File: src/m2sh_pkg.sv
`timescale 1ns / 1ps
// ----------------------------------------------------------------------------
// m2sh_pkg: shared types and constants of the sequence header parser
// Item modes, error codes, header layout constants, the scan table and the
// default quantiser values.
// ----------------------------------------------------------------------------
package m2sh_pkg;

  localparam int MATRIX_ENTRIES = 64;

  localparam logic [31:0] START_CODE = 32'h0000_01B3;
  localparam logic [7:0]  NON_INTRA_DEFAULT = 8'd16;

  typedef enum logic [1:0] {
    MODE_RESTART = 2'd0,
    MODE_BYTE    = 2'd1,
    MODE_READ    = 2'd2,
    MODE_NONE    = 2'd3
  } mode_e;

  typedef enum logic [2:0] {
    ERR_NONE        = 3'd0,
    ERR_START_CODE  = 3'd1,
    ERR_ASPECT      = 3'd2,
    ERR_FRAME_RATE  = 3'd3,
    ERR_MARKER      = 3'd4,
    ERR_CONSTRAINED = 3'd5,
    ERR_ZERO_ENTRY  = 3'd6
  } err_e;

  // Scan order: loaded entry i lands at raster position ZIGZAG[i].
  localparam logic [5:0] ZIGZAG [MATRIX_ENTRIES] = '{
     0,  1,  8, 16,  9,  2,  3, 10, 17, 24, 32, 25, 18, 11,  4,  5,
    12, 19, 26, 33, 40, 48, 41, 34, 27, 20, 13,  6,  7, 14, 21, 28,
    35, 42, 49, 56, 57, 50, 43, 36, 29, 22, 15, 23, 30, 37, 44, 51,
    58, 59, 52, 45, 38, 31, 39, 46, 53, 60, 61, 54, 47, 55, 62, 63
  };

  // Standard intra matrix, raster order.
  localparam logic [7:0] DEFAULT_INTRA [MATRIX_ENTRIES] = '{
     8, 16, 19, 22, 26, 27, 29, 34,
    16, 16, 22, 24, 27, 29, 34, 37,
    19, 22, 26, 27, 29, 34, 34, 38,
    22, 22, 26, 27, 29, 34, 37, 40,
    22, 26, 27, 29, 32, 35, 40, 48,
    26, 27, 29, 32, 35, 40, 48, 58,
    26, 27, 29, 34, 38, 46, 56, 69,
    27, 29, 35, 38, 46, 56, 69, 83
  };

endpackage

File: src/m2sh_ram.sv
`timescale 1ns / 1ps
// ----------------------------------------------------------------------------
// m2sh_ram: generic single-write, single-read RAM
// One write port and one registered read port; a read of the address being
// written in the same cycle returns the new data.
// ----------------------------------------------------------------------------
module m2sh_ram #(
  parameter int Width = 8,
  parameter int Depth = 128
) (
  input  logic                     clk_i,
  input  logic                     we_i,
  input  logic [$clog2(Depth)-1:0] waddr_i,
  input  logic [Width-1:0]         wdata_i,
  input  logic                     re_i,
  input  logic [$clog2(Depth)-1:0] raddr_i,
  output logic [Width-1:0]         rdata_o
);

  logic [Width-1:0] mem_q [Depth];
  logic [Width-1:0] rdata_q;

  always_ff @(posedge clk_i) begin
    if (we_i) begin
      mem_q[waddr_i] <= wdata_i;
    end
    if (re_i) begin
      if (we_i && (waddr_i == raddr_i)) begin
        rdata_q <= wdata_i;
      end else begin
        rdata_q <= mem_q[raddr_i];
      end
    end
  end

  assign rdata_o = rdata_q;

endmodule

File: src/mpeg2_sequence_header_parser_unit.sv
`timescale 1ns / 1ps
// ----------------------------------------------------------------------------
// mpeg2_sequence_header_parser_unit: MPEG-2 sequence header parser
// Parses the sequence header a byte per transaction, loads the optional
// quantiser matrices and answers matrix reads by raster index.
// ----------------------------------------------------------------------------
//
//  Channel | Handshake                 | Payload
//  --------+---------------------------+--------------------------------------
//  in      | in_valid_i / in_ready_o   | mode, byte_value, which_matrix,
//          |                           | entry_index
//  out     | out_valid_o / out_ready_i | header_done, error_code, sizes, codes,
//          |                           | bit_rate, buffer_size, matrix_value
//
// Every input transaction yields exactly one result transaction. A transaction
// waits in the input stage, where the whole byte is decoded and the matrix RAM
// read data arrives, then moves to the registered result stage; a new
// transaction is taken every cycle while the result is not stalled.
// Reset clears the parse state; the matrix RAM is not cleared, since the
// loaded flags hide it until a full 64-entry load.
// A stalled result holds the input stage; the input stage still takes a
// transaction in the cycle that the result is taken.
module mpeg2_sequence_header_parser_unit
  import m2sh_pkg::*;
(
  input  logic        clk_i,
  input  logic        rst_ni,
  input  logic        in_valid_i,
  output logic        in_ready_o,
  input  logic [1:0]  mode_i,
  input  logic [7:0]  byte_value_i,
  input  logic        which_matrix_i,
  input  logic [5:0]  entry_index_i,
  output logic        out_valid_o,
  input  logic        out_ready_i,
  output logic        header_done_o,
  output logic [2:0]  error_code_o,
  output logic [11:0] horizontal_size_o,
  output logic [11:0] vertical_size_o,
  output logic [3:0]  aspect_code_o,
  output logic [3:0]  frame_rate_code_o,
  output logic [17:0] bit_rate_o,
  output logic [9:0]  buffer_size_o,
  output logic [7:0]  matrix_value_o
);

  localparam int CntW     = $clog2(MATRIX_ENTRIES);
  localparam int RamDepth = 2 * MATRIX_ENTRIES;
  localparam int RamAw    = $clog2(RamDepth);

  // Header byte numbers (counting from the first start code byte) at which
  // a field completes.
  localparam logic [CntW-1:0] HB_START  = CntW'(3);
  localparam logic [CntW-1:0] HB_HSIZE  = CntW'(5);
  localparam logic [CntW-1:0] HB_VSIZE  = CntW'(6);
  localparam logic [CntW-1:0] HB_CODES  = CntW'(7);
  localparam logic [CntW-1:0] HB_RATE   = CntW'(10);
  localparam logic [CntW-1:0] HB_LAST   = CntW'(11);
  localparam logic [CntW-1:0] LAST_ENTRY = CntW'(MATRIX_ENTRIES - 1);

  typedef enum logic [1:0] {
    PH_HEADER,
    PH_INTRA,
    PH_NON_INTRA,
    PH_DONE
  } phase_e;

  // Handshake and stage control.
  logic s1_valid_q, s1_valid_d;
  logic out_valid_q, out_valid_d;
  logic in_accept, advance;

  // Input stage payload.
  mode_e      s1_mode_q;
  logic [7:0] s1_byte_q;
  logic       s1_which_q;
  logic [5:0] s1_idx_q;

  // Parse state; the field registers also serve as the result fields.
  phase_e          phase_q, phase_d;
  logic [CntW-1:0] cnt_q, cnt_d;
  logic [23:0]     hist_q, hist_d;
  logic [11:0]     hsize_q, hsize_d;
  logic [11:0]     vsize_q, vsize_d;
  logic [3:0]      aspect_q, aspect_d;
  logic [3:0]      frc_q, frc_d;
  logic [17:0]     rate_q, rate_d;
  logic [9:0]      vbv_q, vbv_d;
  logic [1:0]      loaded_q, loaded_d;
  err_e            err_q, err_d;
  logic [7:0]      mval_q, mval_d;

  // Matrix RAM: upper address bit picks the non-intra matrix.
  logic             ram_we;
  logic [RamAw-1:0] ram_waddr;
  logic [7:0]       ram_wdata;
  logic [7:0]       ram_rdata;
  logic [7:0]       entry;

  assign advance    = s1_valid_q && (!out_valid_q || out_ready_i);
  assign in_ready_o = !s1_valid_q || advance;
  assign in_accept  = in_valid_i && in_ready_o;

  assign s1_valid_d  = in_accept ? 1'b1 : (advance ? 1'b0 : s1_valid_q);
  assign out_valid_d = advance ? 1'b1 : (out_ready_i ? 1'b0 : out_valid_q);

  m2sh_ram #(
    .Width(8),
    .Depth(RamDepth)
  ) u_matrix_ram (
    .clk_i  (clk_i),
    .we_i   (ram_we),
    .waddr_i(ram_waddr),
    .wdata_i(ram_wdata),
    .re_i   (in_accept),
    .raddr_i({which_matrix_i, entry_index_i}),
    .rdata_o(ram_rdata)
  );

  // Intra entries sit one bit late: seven bits from this byte, the top bit
  // from the low bit of the previous byte. Non-intra entries are byte aligned.
  assign entry     = (phase_q == PH_INTRA) ? {hist_q[0], s1_byte_q[7:1]} : s1_byte_q;
  assign ram_wdata = entry;
  assign ram_waddr = {(phase_q == PH_NON_INTRA), ZIGZAG[cnt_q]};

  // Decode one byte per transaction.
  always_comb begin
    phase_d  = phase_q;
    cnt_d    = cnt_q;
    hist_d   = hist_q;
    hsize_d  = hsize_q;
    vsize_d  = vsize_q;
    aspect_d = aspect_q;
    frc_d    = frc_q;
    rate_d   = rate_q;
    vbv_d    = vbv_q;
    loaded_d = loaded_q;
    err_d    = err_q;
    ram_we   = 1'b0;
    if (advance) begin
      unique case (s1_mode_q)
        MODE_RESTART: begin
          phase_d  = PH_HEADER;
          cnt_d    = '0;
          hist_d   = '0;
          hsize_d  = '0;
          vsize_d  = '0;
          aspect_d = '0;
          frc_d    = '0;
          rate_d   = '0;
          vbv_d    = '0;
          loaded_d = '0;
          err_d    = ERR_NONE;
        end
        MODE_BYTE: begin
          hist_d = {hist_q[15:0], s1_byte_q};
          if (err_q == ERR_NONE) begin
            unique case (phase_q)
              PH_HEADER: begin
                cnt_d = cnt_q + CntW'(1);
                unique case (cnt_q)
                  HB_START: begin
                    if ({hist_q, s1_byte_q} != START_CODE) begin
                      err_d = ERR_START_CODE;
                    end
                  end
                  HB_HSIZE: hsize_d = {hist_q[7:0], s1_byte_q[7:4]};
                  HB_VSIZE: vsize_d = {hist_q[3:0], s1_byte_q};
                  HB_CODES: begin
                    aspect_d = s1_byte_q[7:4];
                    if ((s1_byte_q[7:4] < 4'd1) || (s1_byte_q[7:4] > 4'd4)) begin
                      err_d = ERR_ASPECT;
                    end else begin
                      frc_d = s1_byte_q[3:0];
                      if ((s1_byte_q[3:0] < 4'd1) || (s1_byte_q[3:0] > 4'd8)) begin
                        err_d = ERR_FRAME_RATE;
                      end
                    end
                  end
                  HB_RATE: begin
                    rate_d = {hist_q[15:0], s1_byte_q[7:6]};
                    if (!s1_byte_q[5]) begin
                      err_d = ERR_MARKER;
                    end
                  end
                  HB_LAST: begin
                    vbv_d = {hist_q[4:0], s1_byte_q[7:3]};
                    cnt_d = '0;
                    // Then the constrained flag, load-intra and load-non-intra.
                    if (s1_byte_q[2]) begin
                      err_d = ERR_CONSTRAINED;
                    end else if (s1_byte_q[1]) begin
                      phase_d = PH_INTRA;
                    end else if (s1_byte_q[0]) begin
                      phase_d = PH_NON_INTRA;
                    end else begin
                      phase_d = PH_DONE;
                    end
                  end
                  default: ;
                endcase
              end
              PH_INTRA: begin
                ram_we = 1'b1;
                if (entry == 8'd0) begin
                  err_d = ERR_ZERO_ENTRY;
                end else if (cnt_q == LAST_ENTRY) begin
                  // Low bit of the closing byte is the load-non-intra flag.
                  loaded_d[0] = 1'b1;
                  cnt_d       = '0;
                  phase_d     = s1_byte_q[0] ? PH_NON_INTRA : PH_DONE;
                end else begin
                  cnt_d = cnt_q + CntW'(1);
                end
              end
              PH_NON_INTRA: begin
                ram_we = 1'b1;
                if (entry == 8'd0) begin
                  err_d = ERR_ZERO_ENTRY;
                end else if (cnt_q == LAST_ENTRY) begin
                  loaded_d[1] = 1'b1;
                  cnt_d       = '0;
                  phase_d     = PH_DONE;
                end else begin
                  cnt_d = cnt_q + CntW'(1);
                end
              end
              PH_DONE: ;
              default: ;
            endcase
          end
        end
        default: ;
      endcase
    end
  end

  // Matrix read: RAM data is valid while the read transaction sits in the
  // input stage; an unloaded matrix reads as its default.
  always_comb begin
    mval_d = 8'd0;
    if (s1_mode_q == MODE_READ) begin
      if (s1_which_q) begin
        mval_d = loaded_q[1] ? ram_rdata : NON_INTRA_DEFAULT;
      end else begin
        mval_d = loaded_q[0] ? ram_rdata : DEFAULT_INTRA[s1_idx_q];
      end
    end
  end

  always_ff @(posedge clk_i or negedge rst_ni) begin
    if (!rst_ni) begin
      s1_valid_q  <= 1'b0;
      out_valid_q <= 1'b0;
      phase_q     <= PH_HEADER;
      cnt_q       <= '0;
      hist_q      <= '0;
      hsize_q     <= '0;
      vsize_q     <= '0;
      aspect_q    <= '0;
      frc_q       <= '0;
      rate_q      <= '0;
      vbv_q       <= '0;
      loaded_q    <= '0;
      err_q       <= ERR_NONE;
    end else begin
      s1_valid_q  <= s1_valid_d;
      out_valid_q <= out_valid_d;
      phase_q     <= phase_d;
      cnt_q       <= cnt_d;
      hist_q      <= hist_d;
      hsize_q     <= hsize_d;
      vsize_q     <= vsize_d;
      aspect_q    <= aspect_d;
      frc_q       <= frc_d;
      rate_q      <= rate_d;
      vbv_q       <= vbv_d;
      loaded_q    <= loaded_d;
      err_q       <= err_d;
    end
  end

  // Payload registers: load on accept, hold otherwise; the matrix value loads on advance.
  always_ff @(posedge clk_i) begin
    if (in_accept) begin
      s1_mode_q  <= mode_e'(mode_i);
      s1_byte_q  <= byte_value_i;
      s1_which_q <= which_matrix_i;
      s1_idx_q   <= entry_index_i;
    end
    if (advance) begin
      mval_q <= mval_d;
    end
  end

  // Parse state only moves when a result is produced, so it always matches
  // the result held in the output stage.
  assign out_valid_o       = out_valid_q;
  assign header_done_o     = (phase_q == PH_DONE) && (err_q == ERR_NONE);
  assign error_code_o      = err_q;
  assign horizontal_size_o = hsize_q;
  assign vertical_size_o   = vsize_q;
  assign aspect_code_o     = aspect_q;
  assign frame_rate_code_o = frc_q;
  assign bit_rate_o        = rate_q;
  assign buffer_size_o     = vbv_q;
  assign matrix_value_o    = mval_q;

endmodule
File: config.mk
export PLATFORM = sky130hd
export DESIGN_NAME = mpeg2_sequence_header_parser_unit
export DESIGN_NICKNAME = d
export VERILOG_FILES = /design/src/m2sh_pkg.sv /design/src/m2sh_ram.sv /design/src/mpeg2_sequence_header_parser_unit.sv
export SDC_FILE = /design/constraint.sdc
export NUM_CORES = 1
export LEC_CHECK = 0
export ABC_AREA = 1
export BUFFER_PORTS_ARGS = -buffer_cell sky130_fd_sc_hd__buf_4
export CAP_MARGIN = 40
export CELL_PAD_IN_SITES_DETAIL_PLACEMENT = 0
export CELL_PAD_IN_SITES_GLOBAL_PLACEMENT = 1
export CORE_MARGIN = 10
export CORE_UTILIZATION = 45
export DETAILED_ROUTE_END_ITERATION = 10
export PLACE_DENSITY_LB_ADDON = 0.25
export SLEW_MARGIN = 20
export SYNTH_ARGS = -nofsm -noshare
export SYNTH_HDL_FRONTEND = slang
export SYNTH_HIERARCHICAL = 1
export SYNTH_SLANG_ARGS = --single-unit
File: constraint.sdc
create_clock -name clk_i -period 8.2 [get_ports clk_i]
set_clock_uncertainty 0.15 [all_clocks]
set_input_delay 0.41 -clock clk_i [delete_from_list [all_inputs] [get_ports clk_i]]
set_output_delay 0.41 -clock clk_i [all_outputs]
set_load 0.005 [all_outputs]
==> out/metrics.csv <==
stage,metric,value,unit
worst_setup_path,worstPathArrival,4.59,ns
timing,tns,0,ns
routing,dr_total_vias,33074,
yosys,synthesis.area,0.0493,mm2
worst_setup_path,path_cells,inv_1 > ha_1 > nand2_1 > nor2_1 > inv_1 > o211ai_1 > a21oi_1 > o211ai_1 > inv_1 > nor3_1 > nand2_1 > buf_4 > nor2_1,
layout,nNetsFinal,4532,
timing,slew_headroom,0.347,
placement,hpwl,80100,um
layout,drive_gt1_frac,0.0896,
routing,routed_via_density,5.52,
power_and_ir_drop,p_total,14.9,mW
clocking,clkTransAtPathRegs,0.07,ns
clocking,clock-sinks,1156,
yosys,synth.distinct_cells,47,
global_route,grt_pass1_wl,202000,um
timing,finalCritPeriodShare,0.539,
worst_setup_path,slowest_delay,0.65,ns
global_route,grt_antenna_before_repair,1,
yosys,synthFlopType,edfxtp_1,
die,start_util,0.453,
clocking,cts.root.buffer_cell,clkbuf_16,
timing,hold_viol,0,
routing,routed_wl,136000,um
worst_setup_path,critPathBufInv,4,
timing,hold_slack,0.0661,ns
yosys,synth_edf_count,1057,
placement,place_congestion,0.874,
global_route,busiest_layer,met2,
timing,fmax,226,MHz
global_route,grt_use_met1,0.307,
clocking,cts_tree,yes,
global_route,met2_usage,0.342,
die,ioPinCount,95,
clocking,clk_latency,0.72,ns
global_route,first_global_vias,31613,
layout,final_util,0.509,
worst_setup_path,end_kind,flop,
die,fp.dieArea,0.123,mm2
die,rows,121,
yosys,yosysSeqAreaShare,0.694,
routing,drt-initial-drc-count,3432,
global_route,globalRoute.totalOverflow,0,
timing,grt_setup_unrepaired,no,
hold_path,min_path_type,primary input to flop,
clocking,numCtsBuffers,118,
routing,ant_nets,0,
layout,fill_cells,9532,
timing,finalMaxSlewViolations,0,
global_route,grt_max_degree,185,
timing,fin_crit,4.42,ns
die,fp.dieW,351,um
yosys,postSynthCellCount,4459,
yosys,synth_nets,4513,
yosys,async_flop_share,0.0856,
worst_setup_path,cp_max_fo,13,
routing,wire_per_inst,22.7,um
yosys,syn_area_per_cell,11.1,um2
power_and_ir_drop,ir_drop,0.200,mV
timing,worst_pin_slew,0.980,ns
worst_setup_path,startpoint_type,flop,
layout,multi_input_area,0.0132,mm2
power_and_ir_drop,p_per_area,270,mW/mm2
worst_setup_path,cp_common_cell,inv_1,
run,max-cap-violations,0,
worst_setup_path,worstPathRequired,8.37,ns
routing,dr.pass1.iters,5,
die,die_y,351,um
clocking,cts-htree-levels,3,
status,status,"complete, no violations",
layout,seq_area,0.0342,mm2
worst_setup_path,path_class,flop to flop,
yosys,yosysWarnings,6,
global_route,grtUsageTotal,0.216,
routing,drcViolationCount,0,
worst_setup_path,slowest_stage,nor2_1,
placement,numPortBuffers,94,
layout,area_delta_synth_final,12.2,%
clocking,clockBufferDepth,3,
timing,setup_viol,0,
die,core,0.109,mm2
global_route,grtUsageMet3,0.0366,
worst_setup_path,cpLargestDelayFamily,simple AND/OR/NAND/NOR gates,
power_and_ir_drop,p_leak,20.3,nW
yosys,ys_ff_latch,1156,
registers in the layout, summed over array words and instances (netlist names):
signal and cells:
hist_q 24, matrix_value_o 8, frame_rate_code_o 4, phase_q 2, horizontal_size_o 12, out_valid_o 1, buffer_size_o 10, s1_which_q 1
s1_valid_q 1, s1_byte_q 8, vertical_size_o 12, error_code_o 3, loaded_q 2, s1_mode_q 2, u_matrix_ram/rdata_o 8, u_matrix_ram/mem_q 1024
cnt_q 6, bit_rate_o 18, aspect_code_o 4, s1_idx_q 6
report_power, final:
group          total (mW)  internal [mW]  switching (mW)
Combinational        2.09          0.465            1.63
Sequential           7.18           7.08          0.0929
Clock                5.66           3.39            2.27
cells by family (layout without fill, tap and decap cells):
family          Yosys count  count (layout)  synth area share
flops                  1156            1156             0.694
other cells               0               1                 0
xor+xnor                  7               7           0.00124
fa+ha+maj                33              33           0.00837
buf+inv                 396             513            0.0395
mux                       6               6           0.00137
compound gates          179             179            0.0217
simple gates           2682            2682             0.234
cells in the mapped netlist, types with 2 or more instances:
cell type  number  area, um2
dfrtp_1        99       2480
nor3_1         13       65.1
a31oi_1         5       31.3
o211ai_1       13       97.6
nand2_4         2       22.5
nand2_1      1381       5180
buf_6          10        113
mux2_2          6       67.6
a21oi_1        33        165
ha_1           33        413
o221ai_1        3       26.3
o21ai_0        65        325
buf_4          50        375
inv_1         116        435
nor2_1        208        781
o22ai_1         4       25.0
nor2_2          6       37.5
clkbuf_1       39        146
inv_2          11       41.3
nand2_2        12       75.1
buf_1          11       41.3
nor2_4          6       67.6
edfxtp_1     1057      31700
o21ai_2        17        149
o21ai_1        29        145
or2_2           2       12.5
clkinv_1        2       7.51
xor2_1          7       61.3
inv_4           2       12.5
buf_2         154        771
nand4_1         4       25.0
nand3_1      1042       5220
o21bai_1        3       22.5
area by class of cell:
class	instances	area share
inverters	132	0.0102
clock buffers	141	0.0562
flip-flops and latches	1156	0.618
repair buffers	163	0.0277
well taps	1414	0.0320
multi-input cells	2907	0.238
diodes	1	0.0000452
clock inverters	77	0.0179
placed cells by master (no fill, tap or decap), types with 5 or more instances in the layout:
cell | netlist | layout
o21ai_0 | 65 | 65
clkinv_1 | 2 | 20
bufinv_16 | 0 | 22
clkbuf_8 | 0 | 6
clkbuf_16 | 0 | 119
mux2_2 | 6 | 6
clkbuf_1 | 39 | 17
nand2_2 | 12 | 13
a31oi_1 | 5 | 5
buf_16 | 0 | 9
clkinv_2 | 1 | 25
inv_6 | 0 | 12
xor2_1 | 7 | 7
buf_4 | 50 | 128
nor3_1 | 13 | 12
o211ai_1 | 13 | 13
o21ai_1 | 29 | 29
nand2_1 | 1381 | 1380
dfrtp_1 | 99 | 99
nor2_1 | 208 | 208
inv_2 | 11 | 11
inv_1 | 116 | 106
dlygate4sd3_1 | 0 | 17
nor2_2 | 6 | 6
ha_1 | 33 | 33
nand3_1 | 1042 | 1042
nor2_4 | 6 | 6
a21oi_1 | 33 | 33
o21ai_2 | 17 | 17
edfxtp_1 | 1057 | 1057
metal layers:
| layer | up-vias | routed length, um | share of wire |
|---|---|---|---|
| li1 | 15588 | - | - |
| met5 | - | 13 | 0.000095 |
| met1 | 16155 | 59800 | 0.44 |
| met2 | 1156 | 63500 | 0.47 |
| met4 | 2 | 3100 | 0.023 |
| met3 | 173 | 9770 | 0.072 |
worst paths after layout:
check / cells past startpoint / start / end / slack (ns)
min in group asynchronous: 2 / rst_ni / bit_rate_o[8]$_DFFE_PN0P_ / 0.14
worst max-delay path: 13 / cnt_q[0]$_DFFE_PN0P_ / u_matrix_ram/mem_q[95][2]$_DFFE_PP_ / 3.78
max in group asynchronous: 3 / rst_ni / bit_rate_o[14]$_DFFE_PN0P_ / 6.61
worst min-delay path: 1 / entry_index_i[4] / s1_idx_q[4]$_DFFE_PP_ / 0.07
worst min register to register: 2 / bit_rate_o[11]$_DFFE_PN0P_ / bit_rate_o[11]$_DFFE_PN0P_ / 0.33
worst max register to register: 13 / cnt_q[0]$_DFFE_PN0P_ / u_matrix_ram/mem_q[95][2]$_DFFE_PP_ / 3.78
timing repair:
action | 4_1_cts | 5_1_grt
gates resized for setup | 0 | 0
hold buffers | 17 | 0
buffers inserted | 0 | 0
hold endpoints to repair | 63 | 0
through the flow:
stage	instances	cell area (um2)	setup WS, ns
finish	5991	55400	3.78
global route	5990	55400	3.46
CTS	5987	55300	3.83
detailed placement	5752	51000	3.85
global placement	5738	50700	3.84
floorplan	4459	49300	4.87
No activity file was read; power rests on OpenSTA's default activity.
